===== src/mse_pkg.sv =====
// Shared constants for the merge sort engine
package mse_pkg;
	localparam int DATA_W    = 32;
	localparam int MAX_ITEMS = 64;
endpackage


===== src/mse_ram.sv =====
// Generic RAM: one write port, two read ports, registered read data
module mse_ram #(
	parameter int WIDTH = mse_pkg::DATA_W,
	parameter int DEPTH = mse_pkg::MAX_ITEMS,
	localparam int AW   = (DEPTH > 1) ? $clog2(DEPTH) : 1
) (
	input  logic             clk,
	input  logic             we,
	input  logic [AW-1:0]    waddr,
	input  logic [WIDTH-1:0] wdata,
	input  logic [AW-1:0]    raddr0,
	input  logic [AW-1:0]    raddr1,
	output logic [WIDTH-1:0] rdata0,
	output logic [WIDTH-1:0] rdata1
);
	logic [WIDTH-1:0] mem [DEPTH];

	always_ff @(posedge clk) begin
		if (we) begin
			mem[waddr] <= wdata;
		end
		rdata0 <= mem[raddr0];
		rdata1 <= mem[raddr1];
	end
endmodule


===== config.mk =====
export PLATFORM = sky130hd
export DESIGN_NAME = mse_ram
export DESIGN_NICKNAME = d
export VERILOG_FILES = /design/src/mse_pkg.sv /design/src/mse_ram.sv
export SDC_FILE = /design/constraint.sdc
export NUM_CORES = 2
export LEC_CHECK = 0
export BUFFER_PORTS_ARGS = -buffer_cell sky130_fd_sc_hd__clkbuf_2
export CAP_MARGIN = 20
export CORE_MARGIN = 2
export CORE_UTILIZATION = 45
export CTS_CLUSTER_DIAMETER = 200
export DETAILED_ROUTE_END_ITERATION = 12
export PLACE_DENSITY = 0.59
export SLEW_MARGIN = 20
export SYNTH_ARGS = -nofsm -noshare
export SYNTH_HDL_FRONTEND = slang
export SYNTH_SLANG_ARGS = --single-unit

===== constraint.sdc =====
create_clock -name clk -period 4.2 [get_ports clk]
set_clock_uncertainty 0.05 [all_clocks]
set_input_delay 0.21 -clock clk [delete_from_list [all_inputs] [get_ports clk]]
set_output_delay 0.21 -clock clk [all_outputs]
set_load 0.05 [all_outputs]

* After elaboration in Yosys (flattened, before gate mapping)
Memory sizes are Yosys's and may differ from the RTL's. A register that Yosys moved wholly into a read port is not among the register bits.
Index checks and enable logic that the tools add are counted.
** Storage, ports and cells
- Register bits :: 0
- Bits in writable memories :: 2048
- Input bits :: 52
- Output and inout bits :: 64
- Logic and storage cells :: 3
- Memories :: 1
** Operators by class
- Muxes and demuxes :: 2
** Memory list
- mem :: depth 64, width 32, read ports 2, clocked after memory_dff 2, write ports 1, line mse_ram.sv:16 : logic [WIDTH-1:0] mem [DEPTH];
** Operators with widths (count)
- $mux W1 :: 2

* Logic depth before layout (Yosys ltp)
- Depth in word-level cells :: 2
- Depth in mapped cells :: 10
- Mapped depth without buffers :: 5

* Least setup slack after synthesis
No wires, ideal clock.
- Path kind :: input-to-reg
- Start :: in waddr[3]
- End :: mem mem[48][0] (netlist name) (enable)
- Library setup time :: 0.461 ns
- Arrival time :: 2.940 ns
- Slack :: 0.749 ns
- Cell stages on the path :: 4
- Buffers on the path :: 1
- Cells stage by stage :: clkbuf_1 nor2b_1 nand4b_1 nor3_1
** RTL lines
- from (decl) :: line mse_ram.sv:9 : input logic [AW-1:0] waddr,
- to (decl) :: line mse_ram.sv:16
No word-level cell before the write port.

==> run summary <==
Most common library cells after synthesis = 2,048 x edfxtp_1, 1,124 x mux4_2, 204 x mux2i_1
Library cells used by synthesis = 38
Synthesized cell area = 95,700 um2
Vias in the first global route = 52,500
CTS buffer count = 213
DRT antenna net count = 0
Area delta synth->final = 13.5%
Yosys warns = 0
Slew Limit Headroom = 21.1%
Worst setup path class = input port to register
Top Family by Delay on Critical Path = buffers and inverters
TritonCTS clock tree = done
Fmax = 0.371 GHz
Worst path max stage delay = 0.65 ns
Nets@finish = 4,757
Vias per inst = 6.82
Area of the die = 216,000 um2
Clock power frac = 40.7%
DR pass1 iterations = 6
Global-route wire length before repair = 423,000 um
Final core occ = 51.3%
Placed instance count = 7,276
CORE AREA = 212,000 um2
Final slew viol count = 0
Clock latency on the worst-skew pair = 0.89 ns
WP data required = 4.86 ns
RSZ-0062 raised after global routing = no
Fillers = 16,400
Final number of setup-violating endpoints = 0
Critical path cell sequence = dlygate4sd3_1 > clkbuf_2 > buf_4 > inv_2 > buf_4 > mux4_2 > o22ai_1 > nor2_1
Num ports = 116
Overall power = 46.7 mW
Max Cap Viol = 0
Hold Path Class = input port to register
VDD IR max = 0.464 mV
Die width = 465 um
DR iter-0 viols = 7,285
Share of the yosys chip area belonging to registers = 65.6%
Post-Route Setup TNS = 0 ns
DRC = 0
Top cells by area, synth = edfxtp_1 64%, mux4_2 26%, mux2i_1 2.1%, dfxtp_1 1.3%, a22oi_1 0.67%
Async SR Flop Fraction = 0%
Outcome = finished, final reports clean
Die Span Y = 465 um
Actual slew at the worst max-slew pin = 1.18 ns
Fin cells = 7,715
Drt wl/cell = 39.7 um
DRT Wirelength = 306,000 um
Post-synthesis cell count = 4,412
P_sw = 10.9 mW
Pwr dens = 431 nW/um2
P_int = 35.8 mW
Tmin final = 2.69 ns
Via count = 52,600
Htree depth = 4
Grt total ovfl = 0
Sw frac = 23.4%
Final Hold Fails = 0
Syn_nets = 4,464
Cell taking the most area after synthesis = edfxtp_1
GP Congestion = 0.821
CTS root buf = clkbuf_16
CTS Sinks = 2,112
Slowest-stage cell, CP = o22ai_1
Worst path most repeated cell = buf_4
Share of cells above drive strength 1 = 39.5%
Max clock buf depth = 3
Initial core utilization = 45.2%
Hpwl dp = 180,000 um
Post-synth top area share = 64.3%
Largest net degree at the start of global routing = 103
Critical path capture point type = register
Part of the power in combinational logic = 9.0%
Clk slew on worst S/H paths = 0.06 ns
All-Layer GR Usage = 28.3%
Worst path arrival time = 3.36 ns
Yosys reg bits = 2,112
Tcrit/Tclk final = 64.2%
Post-synthesis area per instance = 21.7 um2
Dpl ws = 0.751 ns
Number of port buffers = 115
Number of enable flip-flop cells after synthesis = 2,048
Setup Fix Bufs, Post-CTS = 0
Ys flop type = edfxtp_1
Worst setup margin = 1.51 ns
Worst Path Buf+Inv = 5
Leakage Power = 34.1 nW
Reg power frac = 50.3%
Most numerous cell in the Yosys netlist = edfxtp_1
Placement Rows = 169
CP max FO = 35
Startpoint Class = input port
Number of antenna violations at the first check in global routing = 29
==> power by group through the flow <==
| stage | clock (mW) | combinational, mW | sequential (mW) |
|---|---|---|---|
| 6_report | 19.0 | 4.19 | 23.5 |
| 5_1_grt | 20.0 | 4.38 | 23.5 |
| 4_1_cts | 19.2 | 4.18 | 23.5 |
| 3_5_place_dp | 0 | 4.15 | 24.0 |
| 3_3_place_gp | 0 | 4.13 | 24.0 |
| 2_1_floorplan | 0 | 2.23 | 24.2 |
==> cell type report <==
type | instances | area, um2 | area share, %
Sequential cell | 2112 | 62800 | 57.8
Multi-Input combinational cell | 1952 | 31700 | 29.1
Clock buffer | 275 | 5760 | 5.30
Timing Repair Buffer | 425 | 3700 | 3.41
Tap cell | 2821 | 3530 | 3.25
Clock inverter | 120 | 1130 | 1.05
Antenna cell | 9 | 22.5 | 0.0207
Inverter | 1 | 3.75 | 0.00346
==> tightest hold or removal path: stages <==
cell	delay, ns
clkbuf_2	0.18
nand2b_1	0.22
nor2_4	0.17
==> stage by stage <==
stage,hold WS [ns],instance area [um2]
final,0.0751,109000
after global routing,0.0973,109000
after CTS,0.000334,109000
after detailed placement,0.654,101000
after global placement,0.646,101000
after floorplan,0.259,95700
==> logic make-up (layout without fill, tap and decap cells) <==
| family | Yosys count | after routing | synth area share [%] |
|---|---|---|---|
| simple gates | 248 | 248 | 1.13 |
| flops | 2112 | 2112 | 65.6 |
| other cells | 0 | 9 | 0 |
| compound gates | 340 | 340 | 2.39 |
| mux | 1364 | 1364 | 29.0 |
| buf+inv | 348 | 821 | 1.83 |
==> worst paths after layout <==
path,depth (start not counted),end,slack (ns),start
setup / recovery,8,rdata0[8]$_DFF_P_,1.51,raddr0[4]
hold / removal,3,mem[53][27]$_DFFE_PP_,0.08,waddr[2]
setup reg to reg,4,rdata1[15]$_DFF_P_,1.66,mem[7][15]$_DFFE_PP_
hold reg to reg,4,rdata0[21]$_DFF_P_,0.81,mem[38][21]$_DFFE_PP_
==> repair_timing <==
action                                 4_1_cts  5_1_grt
endpoints found under the hold margin     1739      128
resized for setup                            0        0
hold buffers                                33        2
==> cells in the final DEF, fill, tap and decap left out, drive strengths merged, types with 2 or more instances in the layout <==
cell         Yosys  routed
edfxtp        2048    2048
mux4          1124    1124
clkbuf         135     378
buf            212     287
mux2i          204     204
nor2            94      94
nand2           93      93
clkinv           0      87
a22oi           85      85
dfxtp           64      64
a21oi           58      58
o22ai           56      56
o21ai           49      49
mux2            36      36
dlygate4sd3      0      35
o211ai          27      27
bufinv           0      20
nor2b           19      19
o221ai          16      16
a211oi          15      15
a221oi          13      13
diode            0       9
nand3            9       9
a32oi            9       9
o32a             9       9
nand2b           8       8
clkinvlp         0       7
inv              1       7
nand3b           6       6
and2             6       6
or2              3       3
nor3             3       3
or3b             2       2
nand4            2       2
or3              2       2
==> layer usage <==
metal	part of all wire [%]	wire, um	track usage, %	up-vias
met2	47	144000	43.9	2964
met5	0.021	64	0	-
met1	39	121000	40.3	29000
met4	3.5	10600	9.14	10
li1	-	-	-	20100
met3	10	30700	5.82	535
==> sequential cells by signal (all words and copies together) (netlist names) <==
name,cells
mem,2048
rdata0,32
rdata1,32
Power figures use the tool's default switching activity.
